$ cat config.mk
export PLATFORM = sky130hd
export DESIGN_NAME = hfdn_tap_engine
export DESIGN_NICKNAME = d
export VERILOG_FILES = /design/src/rtl/assert_macros.svh /design/src/rtl/hfdn_pkg.sv /design/src/rtl/hfdn_tap_engine.sv
export SDC_FILE = /design/constraint.sdc
export NUM_CORES = 2
export LEC_CHECK = 0
export ABC_AREA = 1
export BUFFER_PORTS_ARGS = -buffer_cell sky130_fd_sc_hd__clkbuf_2
export CORE_ASPECT_RATIO = 1.1
export CORE_MARGIN = 2
export CORE_UTILIZATION = 46
export DETAILED_ROUTE_END_ITERATION = 10
export GPL_ROUTABILITY_DRIVEN = 0
export HOLD_SLACK_MARGIN = 0.06
export PLACE_DENSITY = 0.67
export SLEW_MARGIN = 20
export SYNTH_ARGS = -nofsm -noshare
export SYNTH_HDL_FRONTEND = slang
export SYNTH_SLANG_ARGS = --single-unit
$ cat constraint.sdc
create_clock -name clk -period 8.8 [get_ports clk]
set_input_delay 0.44 -clock clk [delete_from_list [all_inputs] [get_ports clk]]
set_output_delay 0.44 -clock clk [all_outputs]
set_load 0.05 [all_outputs]
$ cat src/rtl/assert_macros.svh
// ---------------------------------------------------------------------------
// assert_macros.svh
// concurrent assertion helpers, empty under synthesis
// ---------------------------------------------------------------------------
`ifndef ASSERT_MACROS_SVH
`define ASSERT_MACROS_SVH

`ifndef SYNTHESIS

`define HFDN_ASSERT_IMP(label, ck, rn, ante, cons) \
  label: assert property (@(posedge ck) disable iff (!rn) (ante) |-> (cons)) \
    else $error("assertion failed: same-cycle implication");

`define HFDN_ASSERT_NXT(label, ck, rn, ante, cons) \
  label: assert property (@(posedge ck) disable iff (!rn) (ante) |=> (cons)) \
    else $error("assertion failed: next-cycle implication");

`else

`define HFDN_ASSERT_IMP(label, ck, rn, ante, cons)

`define HFDN_ASSERT_NXT(label, ck, rn, ante, cons)

`endif

`endif

$ cat src/rtl/hfdn_pkg.sv
// ---------------------------------------------------------------------------
// hfdn_pkg
// shared types and constants of the hadamard feedback delay network
// ---------------------------------------------------------------------------
package hfdn_pkg;

  localparam int CHANNELS      = 4;
  localparam int CH_BITS       = 2;
  localparam int GAIN_BITS     = 16;
  localparam int FRAC_BITS     = 14;
  localparam int ROUND_BIAS    = 8192;
  localparam int CFG_IDX_BITS  = 8;
  localparam int CFG_DATA_BITS = 64;
  localparam int DELAY_REG_BITS = 60;
  localparam int SLOT_BITS     = 16;
  localparam int OUT_DEPTH     = 4;
  localparam int OUT_PTR_BITS  = 2;
  localparam int INFLIGHT_BITS = 3;

  localparam logic [DELAY_REG_BITS-1:0] DELAY_RESET = 60'h0FFF0FFF0FFF0FFF;

  typedef enum logic [CFG_IDX_BITS-1:0] {
    REG_DELAY_TAPS     = 8'd0,
    REG_INPUT_GAINS    = 8'd1,
    REG_FEEDBACK_GAINS = 8'd2,
    REG_OUTPUT_GAINS   = 8'd3
  } hfdn_reg_t;

  typedef logic signed [GAIN_BITS-1:0] gain_t;

  typedef struct packed {
    gain_t [CHANNELS-1:0] ig;
    gain_t [CHANNELS-1:0] fb;
    gain_t [CHANNELS-1:0] og;
  } hfdn_gains_t;

  typedef struct packed {
    logic               busy;
    logic [CH_BITS-1:0] phase;
  } hfdn_seq_t;

  // set bit c of row k where the mix sign of tap c is negative
  localparam logic [CHANNELS-1:0][CHANNELS-1:0] MIX_NEG = '{
    4'b1001,
    4'b0011,
    4'b1010,
    4'b0000
  };

  localparam gain_t FB_MAX = 16'sd16384;
  localparam gain_t FB_MIN = -16'sd16384;

endpackage

$ cat src/rtl/hfdn_tap_engine.sv
// ---------------------------------------------------------------------------
// hfdn_tap_engine
// channel sequencer: tap reads, feedback products and delay line writes
// ---------------------------------------------------------------------------
module hfdn_tap_engine import hfdn_pkg::*; #(
  parameter int LINE_DEPTH  = 4096,
  parameter int SAMPLE_BITS = 24,
  localparam int AW         = $clog2(LINE_DEPTH),
  localparam int RAW        = AW + CH_BITS
) (
  input  logic                                 clk,
  input  logic                                 rst_n,
  input  logic                                 accept,
  input  logic signed [SAMPLE_BITS-1:0]        sample,
  input  hfdn_gains_t                          gains,
  input  logic [CHANNELS-1:0][AW-1:0]          delays,
  output hfdn_seq_t                            seq,
  output logic [RAW-1:0]                       rd_addr,
  input  logic [SAMPLE_BITS-1:0]               rd_data,
  output logic                                 wr_en,
  output logic [RAW-1:0]                       wr_addr,
  output logic [SAMPLE_BITS-1:0]               wr_data,
  output logic                                 cap_valid,
  output logic [CHANNELS-1:0][SAMPLE_BITS-1:0] cap_taps
);

  localparam int PW = GAIN_BITS + SAMPLE_BITS;
  localparam logic [AW-1:0]      WP_LAST = AW'(LINE_DEPTH - 1);
  localparam logic [CH_BITS-1:0] PH_LAST = CH_BITS'(CHANNELS - 1);
  localparam logic signed [PW:0] BIAS    = (PW+1)'(ROUND_BIAS);
  localparam logic signed [PW:0] SAT_HI  =
    (PW+1)'((64'sd1 <<< (SAMPLE_BITS - 1)) - 64'sd1);
  localparam logic signed [PW:0] SAT_LO  = ~SAT_HI;

  logic                          busy_r, busy_nxt;
  logic [CH_BITS-1:0]            phase_r, phase_nxt;
  logic [AW-1:0]                 wp_r, wp_nxt;
  logic                          full_r, full_nxt;
  logic signed [SAMPLE_BITS-1:0] item_x_r;
  logic [AW-1:0]                 item_wp_r;
  logic                          item_full_r;

  logic [AW:0]                   diff;
  logic [AW-1:0]                 rd_idx;
  logic                          rd_ok;

  logic                          s1_vld_r;
  logic [CH_BITS-1:0]            s1_ch_r;
  logic                          s1_ok_r;
  logic signed [SAMPLE_BITS-1:0] s1_x_r;
  logic [AW-1:0]                 s1_wp_r;
  logic signed [SAMPLE_BITS-1:0] tap;
  logic signed [PW-1:0]          p_in, p_fb;

  logic                          s2_vld_r;
  logic [RAW-1:0]                s2_addr_r;
  logic signed [PW-1:0]          p_in_r, p_fb_r;
  logic signed [PW:0]            sum, q;

  logic [CHANNELS-2:0][SAMPLE_BITS-1:0] tap_r;

  // sequencer, one channel per cycle
  always_comb begin
    busy_nxt  = busy_r;
    phase_nxt = phase_r;
    if (accept) begin
      busy_nxt  = 1'b1;
      phase_nxt = '0;
    end else if (busy_r) begin
      phase_nxt = phase_r + CH_BITS'(1);
      if (phase_r == PH_LAST) begin
        busy_nxt = 1'b0;
      end
    end
  end

  always_comb begin
    wp_nxt   = wp_r;
    full_nxt = full_r;
    if (accept) begin
      if (wp_r == WP_LAST) begin
        wp_nxt   = '0;
        full_nxt = 1'b1;
      end else begin
        wp_nxt = wp_r + AW'(1);
      end
    end
  end

  always_ff @(posedge clk) begin
    if (!rst_n) begin
      busy_r  <= 1'b0;
      phase_r <= '0;
      wp_r    <= '0;
      full_r  <= 1'b0;
    end else begin
      busy_r  <= busy_nxt;
      phase_r <= phase_nxt;
      wp_r    <= wp_nxt;
      full_r  <= full_nxt;
    end
  end

  always_ff @(posedge clk) begin
    if (accept) begin
      item_x_r    <= sample;
      item_wp_r   <= wp_r;
      item_full_r <= full_r;
    end
  end

  assign seq.busy  = busy_r;
  assign seq.phase = phase_r;

  // tap address, entries not yet written since reset read as zero
  always_comb begin
    diff = {1'b0, item_wp_r} - {1'b0, delays[phase_r]};
    if (diff[AW]) begin
      rd_idx = diff[AW-1:0] + AW'(LINE_DEPTH);
    end else begin
      rd_idx = diff[AW-1:0];
    end
    rd_ok = item_full_r || !diff[AW];
  end

  assign rd_addr = {phase_r, rd_idx};

  always_ff @(posedge clk) begin
    if (!rst_n) begin
      s1_vld_r <= 1'b0;
    end else begin
      s1_vld_r <= busy_r;
    end
    s1_ch_r <= phase_r;
    s1_ok_r <= rd_ok;
    s1_x_r  <= item_x_r;
    s1_wp_r <= item_wp_r;
  end

  assign tap  = s1_ok_r ? $signed(rd_data) : '0;
  assign p_in = $signed(gains.ig[s1_ch_r]) * s1_x_r;
  assign p_fb = $signed(gains.fb[s1_ch_r]) * tap;

  always_ff @(posedge clk) begin
    if (!rst_n) begin
      s2_vld_r <= 1'b0;
    end else begin
      s2_vld_r <= s1_vld_r;
    end
    s2_addr_r <= {s1_ch_r, s1_wp_r};
    p_in_r    <= p_in;
    p_fb_r    <= p_fb;
  end

  always_ff @(posedge clk) begin
    if (s1_vld_r && s1_ch_r != PH_LAST) begin
      tap_r[s1_ch_r] <= tap;
    end
  end

  // round half up, saturate, write back
  always_comb begin
    sum = p_in_r + p_fb_r + BIAS;
    q   = sum >>> FRAC_BITS;
    if (q > SAT_HI) begin
      wr_data = SAT_HI[SAMPLE_BITS-1:0];
    end else if (q < SAT_LO) begin
      wr_data = SAT_LO[SAMPLE_BITS-1:0];
    end else begin
      wr_data = q[SAMPLE_BITS-1:0];
    end
  end

  assign wr_en   = s2_vld_r;
  assign wr_addr = s2_addr_r;

  assign cap_valid = s1_vld_r && (s1_ch_r == PH_LAST);

  always_comb begin
    for (int c = 0; c < CHANNELS - 1; c++) begin
      cap_taps[c] = tap_r[c];
    end
    cap_taps[CHANNELS-1] = tap;
  end

endmodule

### Word-level counts from Yosys, hierarchy flattened

Index checks and enable logic that the tools add are counted.

* add/sub/neg operators: 5
* multiply operators: 2
* div/mod/pow operators: 0
* magnitude comparators: 5
* equal/unequal tests: 4
* shift-type cells: 0
* multiplexer cells: 16
* bitwise operators: 1
* reduce and logical (&&, ||, !) cells: 7

Operators by type and width (count)
* $mux W24: 4
* $mul A16 B24 Y40: 2
* $bwmux W72: 1
* $bmux W16 S2: 2
* $demux W24 S2: 1
* $add A40 B40 Y41: 1
* $add A41 B15 Y41 const B: 1
* $mux W16: 2
* $gt A27 B24 Y1 const B: 1
* $lt A27 B24 Y1 const B: 1
* $bmux W12 S2: 1
* $mux W12: 2
* $sub A12 B12 Y13: 1
* $add A12 B1 Y12 const B: 1
* $eq A12 B12 Y1 const B: 1
* $lt A2 B3 Y1 const B: 2
* $eq A2 B2 Y1 const B: 2
* $logic_and A1 B1 Y1: 3
* $mux W1: 3
* $add A2 B1 Y2 const B: 1
* $ge A2 B1 Y1 const B: 1
* $ne A2 B2 Y1 const B: 1
* $reduce_and A2 Y1: 1
* $reduce_or A2 Y1: 1
* 3 further kinds: 3

* flip-flop bits (word level): 260
* bits in latches: 0
* memory bits (writable): 0
* memory bits (read-only): 0
* input port bits: 291
* output and inout bits: 153
* logic and storage cells: 59
* memories: 0

### Longest topological paths before layout

* depth in word-level cells: 5
* gate-level depth with buffers: 33

### Least setup slack after synthesis

Ideal clock, no wire load.

* path type: reg-to-reg
* start: register s1_ok_r
* end: register p_fb_r[25]
* setup time: 0.127 ns
* data arrival time: 6.387 ns
* setup slack: 2.286 ns
* stages on the path, launching flop included: 26
* period minus slack after synthesis: 6.514 ns
* path through: dfxtp_1 -> clkbuf_1 -> clkbuf_1 -> nand2_1 -> inv_1 -> clkbuf_1 -> nand2_1 -> fa_1 -> inv_1 -> fa_1 -> inv_1 -> fa_1 -> inv_1 -> fa_1 -> fa_1 -> inv_1 -> fa_1 -> inv_1 -> ha_1 -> a21oi_1 -> o21ai_0 -> a21oi_1 -> o21ai_0 -> a21oi_1 -> o21ai_0 -> xor2_1

RTL lines
* from (decl): line hfdn_tap_engine.sv:49 `logic s1_ok_r;`
* from (signal assigned): line hfdn_tap_engine.sv:135 `s1_ok_r <= rd_ok;`
* to (signal assigned): line hfdn_tap_engine.sv:152 `p_fb_r <= p_fb;`
* to (decl): line hfdn_tap_engine.sv:57 `logic signed [PW-1:0] p_in_r, p_fb_r;`

### Final worst setup path

* start: register s1_ch_r[0]
* end: register p_fb_r[38]

* word-level cells in the longest chain between the ends: 3

Ends and longest elaborated chain
* from (decl): line hfdn_tap_engine.sv:48 `logic [CH_BITS-1:0] s1_ch_r;`
* from (signal assigned): line hfdn_tap_engine.sv:134 `s1_ch_r <= phase_r;`
* $bmux W16 S2: line hfdn_tap_engine.sv:142 `assign p_fb = $signed(gains.fb[s1_ch_r]) * tap;`
* $mux W16 (implied by the code): line hfdn_tap_engine.sv:142
* $mul A16 B24 Y40: line hfdn_tap_engine.sv:142
* named net p_fb[38]: line hfdn_tap_engine.sv:53 `logic signed [PW-1:0] p_in, p_fb;`

The timed path passes the listed nets, and every way through them passes these cells. The select of a mux whose other input is x is not followed.
A chain may end at the register's enable or synchronous reset.

==> flow_summary.json <==
{
  "cp-end-kind": "register",
  "htree_levels": 1,
  "drc": 0,
  "fin_tns_setup_ns": 0,
  "synth_fp_nets": 6067,
  "syn-cell-area_sq_mm": 0.0400,
  "std_cell_rows": 113,
  "io_pins": 444,
  "syn_inst": 4740,
  "clockBufferDepth": 3,
  "ys_top_cells_by_area": "fa_1 37%, inv_1 11%, ha_1 9.0%",
  "fin_skew_ns": 0.0200,
  "synth_async_sr_flop_share": 0,
  "drive_above_1_share": 0.105,
  "start_util": 0.464,
  "vias": 32600,
  "cp_slowest_stage_delay_ns": 0.89,
  "rsz0062_at_grt": "false",
  "synth_top_cell_area_share": 0.375,
  "status": "complete, no violations",
  "layout_common_cells": "1155 x inv_1, 917 x nand2_1, 749 x fa_1",
  "cts_tree": "done",
  "finish.instance_area_sq_mm": 0.0443,
  "syn_to_final_growth_pct": 10.7,
  "path_class": "register to register",
  "hold_class": "input pin to register",
  "ys_ff_latch": 260,
  "timing.final.crit_share": 0.920,
  "track_usage": 0.272,
  "setup_viol": 0,
  "yosysUniqueCellTypes": 60,
  "synth_ff_type": "dfxtp_1",
  "antenna_found_initial": 3,
  "dp_hpwl_microns": 99800,
  "cp_max_fo": 24,
  "synth_edf_count": 109,
  "slew_headroom": 0.397,
  "grt_pass1_vias": 34200,
  "synth_area_per_cell_sq_um": 8.44,
  "critPathSlowestCell": "fa_1",
  "final_common_cell": "inv_1",
  "cts_resized": 0,
  "cts.sinks": 260,
  "cp.arrival_ns": 8.62,
  "cts.clk_slew.worst_paths_ns": 0.07,
  "ant_nets": 0,
  "vias_per_cell": 5.20,
  "post_drt_wl_per_cell_microns": 19.1,
  "drv_cap": 0,
  "hold_buffers": 24,
  "clock_latency_ns": 0.60,
  "cts_made_buffers": 29,
  "seq_area_frac_synth": 0.157,
  "die_area_sq_mm": 0.0894,
  "crit_chain": "nor2_4, buf_4, a22oi_1, and2_0, buf_4, inv_1, nand2_1, fa_1, inv_1, fa_1, fa_1, fa_1, inv_1, fa_1, inv_1, fa_1, ha_1, nand2_1, nor2_1, inv_1, nor4_1, o21ai_0, nand3_1, xor2_1",
  "path_buf_inv": 7,
  "tightest_slew_ns": 0.904,
  "final-hold-violation-count": 0,
  "post_cts_buffers": 0,
  "grt-ovfl-total": 0,
  "required_ns": 9.33,
  "nets": 6422,
  "yosysTopAreaCell": "fa_1",
  "fp.coreArea_sq_mm": 0.0862,
  "first_pass_iters": 6,
  "drv_slew": 0,
  "ys_warn_count": 0,
  "die_h_microns": 313,
  "path_common_cell": "fa_1",
  "grt_max_degree": 42,
  "crit_family": "adder cells",
  "port_buffers": 379,
  "final.min_clock_period_ns": 8.09,
  "max_freq_mhz": 124,
  "start_kind": "register",
  "drt-initial-drc-count": 2531,
  "wl_microns": 120000,
  "post_dp_cell_area_sq_mm": 0.0431,
  "die_w_microns": 285,
  "grt_pass1_wl_microns": 188000,
  "cts-root-buf": "clkbuf_16"
}
## worst register-to-register path, delay by kind of cell (launching register included)
family,cells,cell delay (ns)
buffers and inverters,7,1.42
AOI/OAI and AO/OA,2,0.35
adders and majority gates,7,3.95
xor gates and xnor gates,1,0.14
DFF,1,0.42
and+or+nand+nor,7,1.74
## cells in the mapped netlist (27+ instances only)
cell      number
buf_2         61
fa_1         749
nor2_1       530
ha_1         287
dfxtp_1      151
o21bai_1      27
clkbuf_1      48
a22oi_1       45
a21oi_1      154
nand2_1      917
nand3_1       62
o21ai_0       66
xor2_1        85
inv_1       1155
edfxtp_1     109
xnor2_1       35
## cell families after synthesis
group,count (synthesis),share of synthesized area
compound gates,398,0.0655
buf+inv,1318,0.127
flops,260,0.157
fa+ha+maj,1036,0.464
xor+xnor,120,0.0263
simple gates,1608,0.159
## metrics by stage
step | setup WS (ns) | hold WS (ns) | util | instances
after global placement | 1.01 | 0.311 | 0.500 | 6190
after global routing | 0.299 | 0.200 | 0.514 | 6266
final | 0.707 | 0.197 | 0.514 | 6268
after detailed placement | 0.917 | 0.312 | 0.500 | 6190
after CTS | 0.870 | 0.151 | 0.514 | 6266
after floorplan | 2.29 | 0.310 | - | 4740
## layer usage
metal	vias to the layer above	routed length [microns]	global-route usage
met5	-	9	0
met4	2	4750	0.0950
met3	265	12400	0.0615
met2	1579	55200	0.450
met1	15900	47200	0.352
li1	14800	-	-
## flip-flops by register name, indices dropped and copies added (netlist names)
name and cells:
wr_addr 14, s1_ch_r 2, wp_r 12, p_in_r 40
busy_r 1, s1_ok_r 1, item_x_r 24, s1_x_r 24
full_r 1, item_wp_r 12, wr_en 1, item_full_r 1
p_fb_r 40, cap_taps 72, s1_vld_r 1, s1_wp_r 12
phase_r 2
## area by class of cell
cell class                 count  area (sq um)
antenna                        2          5.00
clock buffer                  42           858
clock inverter                10          62.6
fill                        8188         42000
inverter                    1188          4460
multi-input combinational   3162         28700
sequential                   260          6300
tap                         1150          1440
timing repair buffer         454          2520
## final timing paths
path	start	end	slack [ns]	depth (start not counted)
max	s1_ch_r[0]	p_fb_r[38]	0.71	24
min	rst_n	wr_en	0.20	3
max reg2reg	s1_ch_r[0]	p_fb_r[38]	0.71	24
min reg2reg	s1_wp_r[5]	wr_addr[5]	0.32	0
Power is not shown: default switching activity piles up to over one toggle a cycle in this logic, so the estimate is an artifact.
