`config.mk`:
```
export PLATFORM = sky130hd
export DESIGN_NAME = hfdn_mixer_flat
export DESIGN_NICKNAME = d
export VERILOG_FILES = /design/src/rtl/assert_macros.svh /design/src/rtl/hfdn_pkg.sv /design/src/rtl/hfdn_out_if.sv /design/src/rtl/hfdn_mixer.sv /design/src/flat_wrapper.sv
export SDC_FILE = /design/constraint.sdc
export NUM_CORES = 2
export LEC_CHECK = 0
export BUFFER_PORTS_ARGS = -buffer_cell sky130_fd_sc_hd__buf_4
export CELL_PAD_IN_SITES_DETAIL_PLACEMENT = 0
export CELL_PAD_IN_SITES_GLOBAL_PLACEMENT = 1
export CORE_ASPECT_RATIO = 1.75
export CORE_MARGIN = 2
export CORE_UTILIZATION = 39
export DETAILED_ROUTE_END_ITERATION = 7
export MAX_ROUTING_LAYER = met4
export PLACE_DENSITY = 0.79
export SYNTH_ARGS = -nofsm -noshare
export SYNTH_HDL_FRONTEND = slang
export SYNTH_SLANG_ARGS = --single-unit
```
`constraint.sdc`:
```
create_clock -name clk -period 10.95 [get_ports clk]
set_input_delay 1.095 -clock clk [delete_from_list [all_inputs] [get_ports clk]]
set_output_delay 1.095 -clock clk [all_outputs]
set_load 0.005 [all_outputs]
```
`src/rtl/assert_macros.svh`:
```
// ---------------------------------------------------------------------------
// assert_macros.svh
// concurrent assertion helpers, empty under synthesis
// ---------------------------------------------------------------------------
`ifndef ASSERT_MACROS_SVH
`define ASSERT_MACROS_SVH

`ifndef SYNTHESIS

`define HFDN_ASSERT_IMP(label, ck, rn, ante, cons) \
  label: assert property (@(posedge ck) disable iff (!rn) (ante) |-> (cons)) \
    else $error("assertion failed: same-cycle implication");

`define HFDN_ASSERT_NXT(label, ck, rn, ante, cons) \
  label: assert property (@(posedge ck) disable iff (!rn) (ante) |=> (cons)) \
    else $error("assertion failed: next-cycle implication");

`else

`define HFDN_ASSERT_IMP(label, ck, rn, ante, cons)

`define HFDN_ASSERT_NXT(label, ck, rn, ante, cons)

`endif

`endif

```
`src/rtl/hfdn_pkg.sv`:
```
// ---------------------------------------------------------------------------
// hfdn_pkg
// shared types and constants of the hadamard feedback delay network
// ---------------------------------------------------------------------------
package hfdn_pkg;

  localparam int CHANNELS      = 4;
  localparam int CH_BITS       = 2;
  localparam int GAIN_BITS     = 16;
  localparam int FRAC_BITS     = 14;
  localparam int ROUND_BIAS    = 8192;
  localparam int CFG_IDX_BITS  = 8;
  localparam int CFG_DATA_BITS = 64;
  localparam int DELAY_REG_BITS = 60;
  localparam int SLOT_BITS     = 16;
  localparam int OUT_DEPTH     = 4;
  localparam int OUT_PTR_BITS  = 2;
  localparam int INFLIGHT_BITS = 3;

  localparam logic [DELAY_REG_BITS-1:0] DELAY_RESET = 60'h0FFF0FFF0FFF0FFF;

  typedef enum logic [CFG_IDX_BITS-1:0] {
    REG_DELAY_TAPS     = 8'd0,
    REG_INPUT_GAINS    = 8'd1,
    REG_FEEDBACK_GAINS = 8'd2,
    REG_OUTPUT_GAINS   = 8'd3
  } hfdn_reg_t;

  typedef logic signed [GAIN_BITS-1:0] gain_t;

  typedef struct packed {
    gain_t [CHANNELS-1:0] ig;
    gain_t [CHANNELS-1:0] fb;
    gain_t [CHANNELS-1:0] og;
  } hfdn_gains_t;

  typedef struct packed {
    logic               busy;
    logic [CH_BITS-1:0] phase;
  } hfdn_seq_t;

  // set bit c of row k where the mix sign of tap c is negative
  localparam logic [CHANNELS-1:0][CHANNELS-1:0] MIX_NEG = '{
    4'b1001,
    4'b0011,
    4'b1010,
    4'b0000
  };

  localparam gain_t FB_MAX = 16'sd16384;
  localparam gain_t FB_MIN = -16'sd16384;

endpackage

```
`src/rtl/hfdn_out_if.sv`:
```
// ---------------------------------------------------------------------------
// hfdn_out_if
// output sample channel, valid/ready
// ---------------------------------------------------------------------------
interface hfdn_out_if #(
  parameter int SAMPLE_BITS = 24
) ();
  logic                          valid;
  logic                          ready;
  logic signed [SAMPLE_BITS-1:0] sample_out;

  modport source (output valid, output sample_out, input ready);
  modport sink   (input valid, input sample_out, output ready);
endinterface

```
`src/rtl/hfdn_mixer.sv`:
```
// ---------------------------------------------------------------------------
// hfdn_mixer
// hadamard mix of the taps, output gain accumulation and output queue
// ---------------------------------------------------------------------------
module hfdn_mixer import hfdn_pkg::*; #(
  parameter int SAMPLE_BITS = 24
) (
  input  logic                                 clk,
  input  logic                                 rst_n,
  input  logic                                 cap_valid,
  input  logic [CHANNELS-1:0][SAMPLE_BITS-1:0] cap_taps,
  input  hfdn_gains_t                          gains,
  hfdn_out_if.source                           out_chan
);

  localparam int MW  = SAMPLE_BITS + 2;
  localparam int PRW = GAIN_BITS + MW;
  localparam int ACW = PRW + 3;
  localparam logic [CH_BITS-1:0]  K_LAST = CH_BITS'(CHANNELS - 1);
  localparam logic signed [ACW-1:0] BIAS   = ACW'(ROUND_BIAS);
  localparam logic signed [ACW-1:0] SAT_HI =
    ACW'((64'sd1 <<< (SAMPLE_BITS - 1)) - 64'sd1);
  localparam logic signed [ACW-1:0] SAT_LO = ~SAT_HI;

  logic [CHANNELS-1:0][SAMPLE_BITS-1:0] mix_tap_r;
  logic                    act_r, act_nxt;
  logic [CH_BITS-1:0]      k_r, k_nxt;

  logic signed [MW-1:0]    m_sum;
  logic                    ma_vld_r;
  logic [CH_BITS-1:0]      ma_k_r;
  logic signed [MW-1:0]    m_r;

  logic signed [PRW-1:0]   prod;
  logic                    pb_vld_r;
  logic [CH_BITS-1:0]      pb_k_r;
  logic signed [PRW-1:0]   prod_r;

  logic signed [ACW-1:0]   acc_r, acc_nxt;
  logic                    last_r;
  logic signed [ACW-1:0]   q;
  logic [SAMPLE_BITS-1:0]  res;

  logic [SAMPLE_BITS-1:0]  fifo_r [OUT_DEPTH];
  logic [OUT_PTR_BITS-1:0] wr_ptr_r, rd_ptr_r;
  logic [INFLIGHT_BITS-1:0] cnt_r;
  logic                    push, pop;

  always_ff @(posedge clk) begin
    if (cap_valid) begin
      mix_tap_r <= cap_taps;
    end
  end

  // one mix row per cycle
  always_comb begin
    act_nxt = act_r;
    k_nxt   = k_r;
    if (cap_valid) begin
      act_nxt = 1'b1;
      k_nxt   = '0;
    end else if (act_r) begin
      k_nxt = k_r + CH_BITS'(1);
      if (k_r == K_LAST) begin
        act_nxt = 1'b0;
      end
    end
  end

  always_comb begin
    m_sum = '0;
    for (int c = 0; c < CHANNELS; c++) begin
      if (MIX_NEG[k_r][c]) begin
        m_sum = m_sum - MW'($signed(mix_tap_r[c]));
      end else begin
        m_sum = m_sum + MW'($signed(mix_tap_r[c]));
      end
    end
  end

  assign prod    = $signed(gains.og[ma_k_r]) * m_r;
  assign acc_nxt = ((pb_k_r == '0) ? BIAS : acc_r) + prod_r;

  always_ff @(posedge clk) begin
    if (!rst_n) begin
      act_r    <= 1'b0;
      k_r      <= '0;
      ma_vld_r <= 1'b0;
      pb_vld_r <= 1'b0;
      last_r   <= 1'b0;
    end else begin
      act_r    <= act_nxt;
      k_r      <= k_nxt;
      ma_vld_r <= act_r;
      pb_vld_r <= ma_vld_r;
      last_r   <= pb_vld_r && (pb_k_r == K_LAST);
    end
    ma_k_r <= k_r;
    m_r    <= m_sum;
    pb_k_r <= ma_k_r;
    prod_r <= prod;
    if (pb_vld_r) begin
      acc_r <= acc_nxt;
    end
  end

  always_comb begin
    q = acc_r >>> FRAC_BITS;
    if (q > SAT_HI) begin
      res = SAT_HI[SAMPLE_BITS-1:0];
    end else if (q < SAT_LO) begin
      res = SAT_LO[SAMPLE_BITS-1:0];
    end else begin
      res = q[SAMPLE_BITS-1:0];
    end
  end

  // output queue
  assign push = last_r;
  assign pop  = out_chan.valid && out_chan.ready;

  always_ff @(posedge clk) begin
    if (!rst_n) begin
      wr_ptr_r <= '0;
      rd_ptr_r <= '0;
      cnt_r    <= '0;
    end else begin
      if (push) begin
        wr_ptr_r <= wr_ptr_r + OUT_PTR_BITS'(1);
      end
      if (pop) begin
        rd_ptr_r <= rd_ptr_r + OUT_PTR_BITS'(1);
      end
      if (push && !pop) begin
        cnt_r <= cnt_r + INFLIGHT_BITS'(1);
      end else if (pop && !push) begin
        cnt_r <= cnt_r - INFLIGHT_BITS'(1);
      end
    end
  end

  always_ff @(posedge clk) begin
    if (push) begin
      fifo_r[wr_ptr_r] <= res;
    end
  end

  assign out_chan.valid      = (cnt_r != '0);
  assign out_chan.sample_out = $signed(fifo_r[rd_ptr_r]);

endmodule

```
`src/flat_wrapper.sv`:
```
// flat-port wrapper written by rule: the top's interface ports become plain ports
module hfdn_mixer_flat import hfdn_pkg::*;
#(
  parameter int SAMPLE_BITS = 24
)
  (clk, rst_n, cap_valid, cap_taps, gains, out_chan_valid, out_chan_sample_out, out_chan_ready);
  hfdn_out_if #(.SAMPLE_BITS(SAMPLE_BITS)) out_chan_i ();
  input  logic clk;
  input  logic rst_n;
  input  logic cap_valid;
  input  logic [CHANNELS-1:0][SAMPLE_BITS-1:0] cap_taps;
  input  hfdn_gains_t gains;
  output wire logic [$bits(out_chan_i.valid)-1:0] out_chan_valid;
  output wire logic [$bits(out_chan_i.sample_out)-1:0] out_chan_sample_out;
  input wire logic [$bits(out_chan_i.ready)-1:0] out_chan_ready;
  assign out_chan_valid = out_chan_i.valid;
  assign out_chan_sample_out = out_chan_i.sample_out;
  assign out_chan_i.ready = out_chan_ready;
  hfdn_mixer #(.SAMPLE_BITS(SAMPLE_BITS)) u_core (.clk(clk), .rst_n(rst_n), .cap_valid(cap_valid), .cap_taps(cap_taps), .gains(gains), .out_chan(out_chan_i));
endmodule
```
## Word-level counts from Yosys, hierarchy flattened

Memory sizes are Yosys's and may differ from the RTL's. A register that Yosys moved wholly into a read port is not among the register bits.
Cells that the tools add are included.

| storage, ports and cells | value |
|---|---|
| word-level logic and storage cells | 69 |
| RAM bits | 96 |
| register bits after elaboration | 226 |
| memories | 1 |

Memories:

| memory | words | bits a word | rd ports | clocked after memory_dff | wr ports | RTL line | text |
|---|---|---|---|---|---|---|---|
| u_core.fifo_r | 4 | 24 | 1 | 1 | 1 | hfdn_mixer.sv:44 | `logic [SAMPLE_BITS-1:0] fifo_r [OUT_DEPTH];` |

| operators by class | value |
|---|---|
| equality and inequality tests | 2 |
| multiply operators | 1 |
| add/subtract/negate cells | 13 |
| bitwise operators | 1 |
| reduce and logical (&&, ||, !) cells | 10 |
| mux-type cells | 20 |
| order comparisons | 4 |

Operator list:

| cell | number |
|---|---|
| $mux 26 | 4 |
| $add 26x24->26 | 3 |
| $sub 26x24->26 | 3 |
| $mux 24 | 2 |
| $add 45x42->45 | 1 |
| $mux 45 | 1 |
| $mul 16x26->42 | 1 |
| $bmux 16 s2 | 1 |
| $gt 31x24->1 const B | 1 |
| $lt 31x24->1 const B | 1 |
| $sub 1x24->25 const A | 1 |
| $mux 16 | 1 |
| $bmux 4 s2 | 1 |
| $add 2x1->2 const B | 3 |
| $lt 2x3->1 const B | 2 |
| $mux 3 | 2 |
| $mux 1 | 5 |
| $eq 2x2->1 const B | 2 |
| $logic_and 1x1->1 | 4 |
| $mux 2 | 2 |
| $mux 4 | 1 |
| $add 3x1->3 const B | 1 |
| $reduce_bool 3->1 | 1 |
| $sub 3x1->3 const B | 1 |
| 5 further kinds | 6 |

## Depth between registers and ports, before layout

| depth | value |
|---|---|
| depth in word-level cells | 9 |
| depth in mapped cells | 35 |
| gate-level depth less buffers | 35 |

## Least setup slack after synthesis

Ideal clock, no wire load.

| timing path | value |
|---|---|
| path type | register -> register |
| from | register u_core.ma_k_r[0] |
| to | register u_core.prod_r[41] |
| setup slack | 3.185 ns |
| clock period less this slack | 7.765 ns |
| setup time | 0.120 ns |
| required time | 10.830 ns |
| buffers on the path | 3 |
| stages on the path, launching flop included | 26 |
| arrival | 7.645 ns |
| cell sequence | dfxtp_1 clkbuf_1 clkbuf_1 mux2_2 o21ai_1 clkbuf_1 nor2_1 fa_1 fa_1 fa_1 fa_1 fa_1 inv_1 fa_1 inv_1 ha_1 o21a_1 a21oi_1 a21oi_1 a22oi_1 a211oi_1 o31ai_1 o21ai_0 a221o_1 a21oi_1 xnor2_1 |

| between the ends | value |
|---|---|
| cells in the longest elaborated chain, start to end | 3 |

RTL lines:

| item | RTL line | text |
|---|---|---|
| from (decl) | hfdn_mixer.sv:31 | `logic [CH_BITS-1:0] ma_k_r;` |
| from (signal assigned) | hfdn_mixer.sv:98 | `ma_k_r <= k_r;` |
| $bmux 16 s2 | hfdn_mixer.sv:81 | `assign prod = $signed(gains.og[ma_k_r]) * m_r;` |
| $mux 16 (not written as such) | hfdn_mixer.sv:81 |  |
| $mul 16x26->42 | hfdn_mixer.sv:81 |  |
| net u_core.prod[41] | hfdn_mixer.sv:34 | `logic signed [PRW-1:0] prod;` |
| to (signal assigned) | hfdn_mixer.sv:101 | `prod_r <= prod;` |
| to (decl) | hfdn_mixer.sv:37 | `logic signed [PRW-1:0] prod_r;` |

The timed path passes the listed nets, and every way through them passes these cells. The select of a mux whose other input is x is not followed.
A chain may end at the register's enable or synchronous reset.

## Final worst setup path

Same ends and word-level chain as after synthesis.

==> impl_metrics.tcl <==
set metrics [dict create \
    ys_top_cells_by_count "529 x sky130_fd_sc_hd__inv_1, 407 x sky130_fd_sc_hd__fa_1, 344 x sky130_fd_sc_hd__nand2_1" \
    crit_buf_inv 3 \
    worst-endpoint-arrival_ps 9430 \
    criticalPathCategory "reg2reg" \
    synth_top_area_cell "sky130_fd_sc_hd__fa_1" \
    synthesis.yosys.warnings 0 \
    floorplan.core_area_mm2 0.0842 \
    overflow 0 \
    post_synth_instance_area_mm2 0.0330 \
    yosysSeqAreaShare 0.268 \
    grt_antenna_before_repair 1 \
    route.vias.total 22900 \
    tightest_slew_ps 1150 \
    crit_path_frequent_cell "sky130_fd_sc_hd__fa_1" \
    crit_path_cell_trace "buf_4 -> mux4_2 -> and2_1 -> fa_1 -> fa_1 -> fa_1 -> fa_1 -> fa_1 -> inv_1 -> fa_1 -> inv_1 -> ha_1 -> nand2_1 -> nor4_1 -> o211ai_1 -> a211oi_1 -> o31ai_1 -> o21ai_0 -> a221o_1 -> a21oi_1 -> xnor2_1" \
    start_util 0.393 \
    detail_route.wirelength_mm 76.4 \
    cp-end-kind "register" \
    number_of_enable_type_register_cells_in_the_synthesized_netlist 237 \
    root_buffer_selected_by_cts "sky130_fd_sc_hd__clkbuf_16" \
    design.final.nets 4354 \
    insertion_delay_ps 570 \
    drcViolationCount 0 \
    cp-start-kind "register" \
    synthMostInstantiatedCell "sky130_fd_sc_hd__inv_1" \
    grt_pass1_wl_mm 125 \
    tritoncts "yes" \
    ys_seq_elements 324 \
    hold_path.class "reg2reg" \
    timing.final.hold_violations 0 \
    grt_start_max_net_pins 82 \
    detail_route.iter0.violations 793 \
    syn-num-nets 4212 \
    path_delay_family "adder cells" \
    timing.critical_path.slowest_stage_cell "sky130_fd_sc_hd__dfxtp_1" \
    timing.final.ws_setup_ps 1970 \
    synth_top_area_frac 0.247 \
    clock_buffer_count_from_cts 34 \
    achievable-frequency_mhz 111 \
    dpl_worst_slack_ps 1880 \
    max_cap_viol_count 0 \
    cpPeakStageDelay_ps 1080 \
    htree_levels 2 \
    post-cts-setup-buffer-count 0 \
    place.gp.congestion 0.854 \
    synthFlopType "sky130_fd_sc_hd__edfxtp_1" \
    run_status "completed" \
    ys_types 73 \
    row_count 141 \
    detailedPlacementHpwl_mm 63.1 \
    grtUsageTotal 0.186 \
    final.min_clock_period_ps 8980 \
    io_buffers 188 \
    area_growth_pct 11.1 \
    worstHoldPathCells 2 \
    die_y_um 389 \
    post_synth.cell_area_avg_um2 10.1 \
    netlist_top_cells_area "sky130_fd_sc_hd__fa_1 25%, sky130_fd_sc_hd__edfxtp_1 22%, sky130_fd_sc_hd__ha_1 8.7%" \
    antenna_violation_net_count_after_detailed_routing 0 \
    setup_tns_ps 0 \
    route.detailed.vias_per_inst 5.06 \
    holdBufCountCts 0 \
    number_of_global_route_vias_before_repair 25100 \
    routed_wirelength_normalized_by_instance_count_um 16.9 \
    required_ps 11390 \
    worst_setup_hold_path_clk_slew_ps 70 \
    dr.pass1.iters 5 \
    clock_tree.buffer_depth 3 \
    filler_cell_count 8007 \
    cts_repair_resize_count 0 \
    clkSinkCount 324 \
    timing.final.max_slew_violations 0 \
    die_area_mm2 0.0872 \
    share_of_synthesized_flip_flops_with_an_asynchronous_set_or_reset 0 \
    critical_path.max_fanout 26 \
    final.period_utilization 0.820 \
    setup-violations-final 0 \
    critical_path_depth 21 \
    post_synth_inst_count 3282 \
    final_layout_size_suffix_gt1_frac 0.0957 \
    slew_headroom 0.230 \
    r2r_cells 21 \
    clock-skew-final_ps 30.6 \
    boundaryPins 317 \
    dieWidth_um 224 \
    grt_setup_unrepaired "false" \
]
layout by cell type (no fill, tap or decap), types with 6 or more instances in the layout:
master / synthesis / routed
sky130_fd_sc_hd__dfxtp_1: 87 / 86
sky130_fd_sc_hd__nor4_1: 18 / 18
sky130_fd_sc_hd__nand2b_1: 28 / 28
sky130_fd_sc_hd__mux2i_1: 6 / 6
sky130_fd_sc_hd__nand4_1: 14 / 14
sky130_fd_sc_hd__a21oi_1: 159 / 159
sky130_fd_sc_hd__edfxtp_1: 237 / 237
sky130_fd_sc_hd__o21bai_1: 19 / 19
sky130_fd_sc_hd__a211oi_1: 19 / 19
sky130_fd_sc_hd__nor2_1: 141 / 140
sky130_fd_sc_hd__nand3_1: 20 / 20
sky130_fd_sc_hd__and3_1: 13 / 13
sky130_fd_sc_hd__a211o_1: 6 / 6
sky130_fd_sc_hd__or4_1: 9 / 9
sky130_fd_sc_hd__o21ai_0: 75 / 75
sky130_fd_sc_hd__a21o_1: 76 / 76
sky130_fd_sc_hd__mux4_2: 39 / 39
sky130_fd_sc_hd__or3_1: 12 / 12
sky130_fd_sc_hd__fa_1: 407 / 407
sky130_fd_sc_hd__o21a_1: 57 / 57
sky130_fd_sc_hd__nand2_1: 344 / 344
sky130_fd_sc_hd__o211ai_1: 7 / 7
sky130_fd_sc_hd__nor3_1: 36 / 36
sky130_fd_sc_hd__inv_1: 529 / 529
sky130_fd_sc_hd__buf_4: 0 / 206
sky130_fd_sc_hd__a31oi_1: 13 / 13
sky130_fd_sc_hd__clkbuf_16: 0 / 34
sky130_fd_sc_hd__or2_2: 13 / 13
sky130_fd_sc_hd__ha_1: 231 / 231
sky130_fd_sc_hd__nor2b_1: 68 / 68
sky130_fd_sc_hd__xor2_1: 61 / 61
sky130_fd_sc_hd__o31ai_1: 18 / 18
sky130_fd_sc_hd__and2_1: 154 / 154
sky130_fd_sc_hd__a21boi_0: 9 / 9
sky130_fd_sc_hd__xnor2_1: 181 / 181
cells by family after synthesis:
logic type                 synth area share
AOI/OAI and AO/OA                    0.0982
xor gates and xnor gates             0.0648
adders and majority gates             0.334
buffers and inverters                0.0715
DFF                                   0.268
muxes                                0.0294
and+or+nand+nor                       0.134
worst register-to-register path: cells and delay by family, from the launching register on:
family,cells,cell delay (ps)
fa+ha+maj,7,3580
compound gates,6,1880
flops,1,1080
simple gates,3,990
mux,1,810
buf+inv,3,400
xor+xnor,1,130
through the flow:
stage / utilization / hold slack [ps] / instance area [um2] / cells
after floorplan: - / 329 / 33000 / 3282
after global placement: 0.423 / 484 / 35600 / 4460
after detailed placement: 0.423 / 502 / 35600 / 4460
after CTS: 0.436 / 511 / 36700 / 4521
after global routing: 0.436 / 540 / 36700 / 4521
final: 0.436 / 498 / 36700 / 4522
final cells by class:
cell class	instances	area, um2	share of cell area
clock inverter	23	275	0.00750
multi-input combinational	2329	21800	0.595
clock buffer	38	866	0.0236
inverter	529	1990	0.0541
sequential	324	8860	0.241
timing repair buffer	206	1550	0.0421
antenna	1	2.50	0.0000682
tap	1072	1340	0.0365
state kept, by name (all words and copies together), names as in the netlist, named ones only:
register          count
u_core.rd_ptr_r       2
u_core.mix_tap_r     96
u_core.wr_ptr_r       2
u_core.pb_vld_r       1
u_core.acc_r         45
u_core.k_r            2
u_core.m_r           26
u_core.cnt_r          3
u_core.prod_r        42
u_core.last_r         1
u_core.ma_k_r         2
u_core.fifo_r        96
u_core.ma_vld_r       1
u_core.act_r          1
u_core.pb_k_r         2
routing by layer:
metal / wire, um / share of wire / GRT usage
met5: 0 / 0 / -
met4: 2760 / 0.036 / 0.0662
met3: 2080 / 0.027 / 0.0176
met2: 43700 / 0.57 / 0.369
met1: 27900 / 0.36 / 0.186
final timing paths:
check | end | startpoint | slack (ps)
max | u_core.prod_r[41] | u_core.ma_k_r[0] | 1970
min | u_core.cnt_r[2] | u_core.cnt_r[2] | 500
max reg2reg | u_core.prod_r[41] | u_core.ma_k_r[0] | 1970
min reg2reg | u_core.cnt_r[2] | u_core.cnt_r[2] | 500
Power is not shown: default switching activity piles up to over one toggle a cycle in this logic, so the estimate is an artifact.
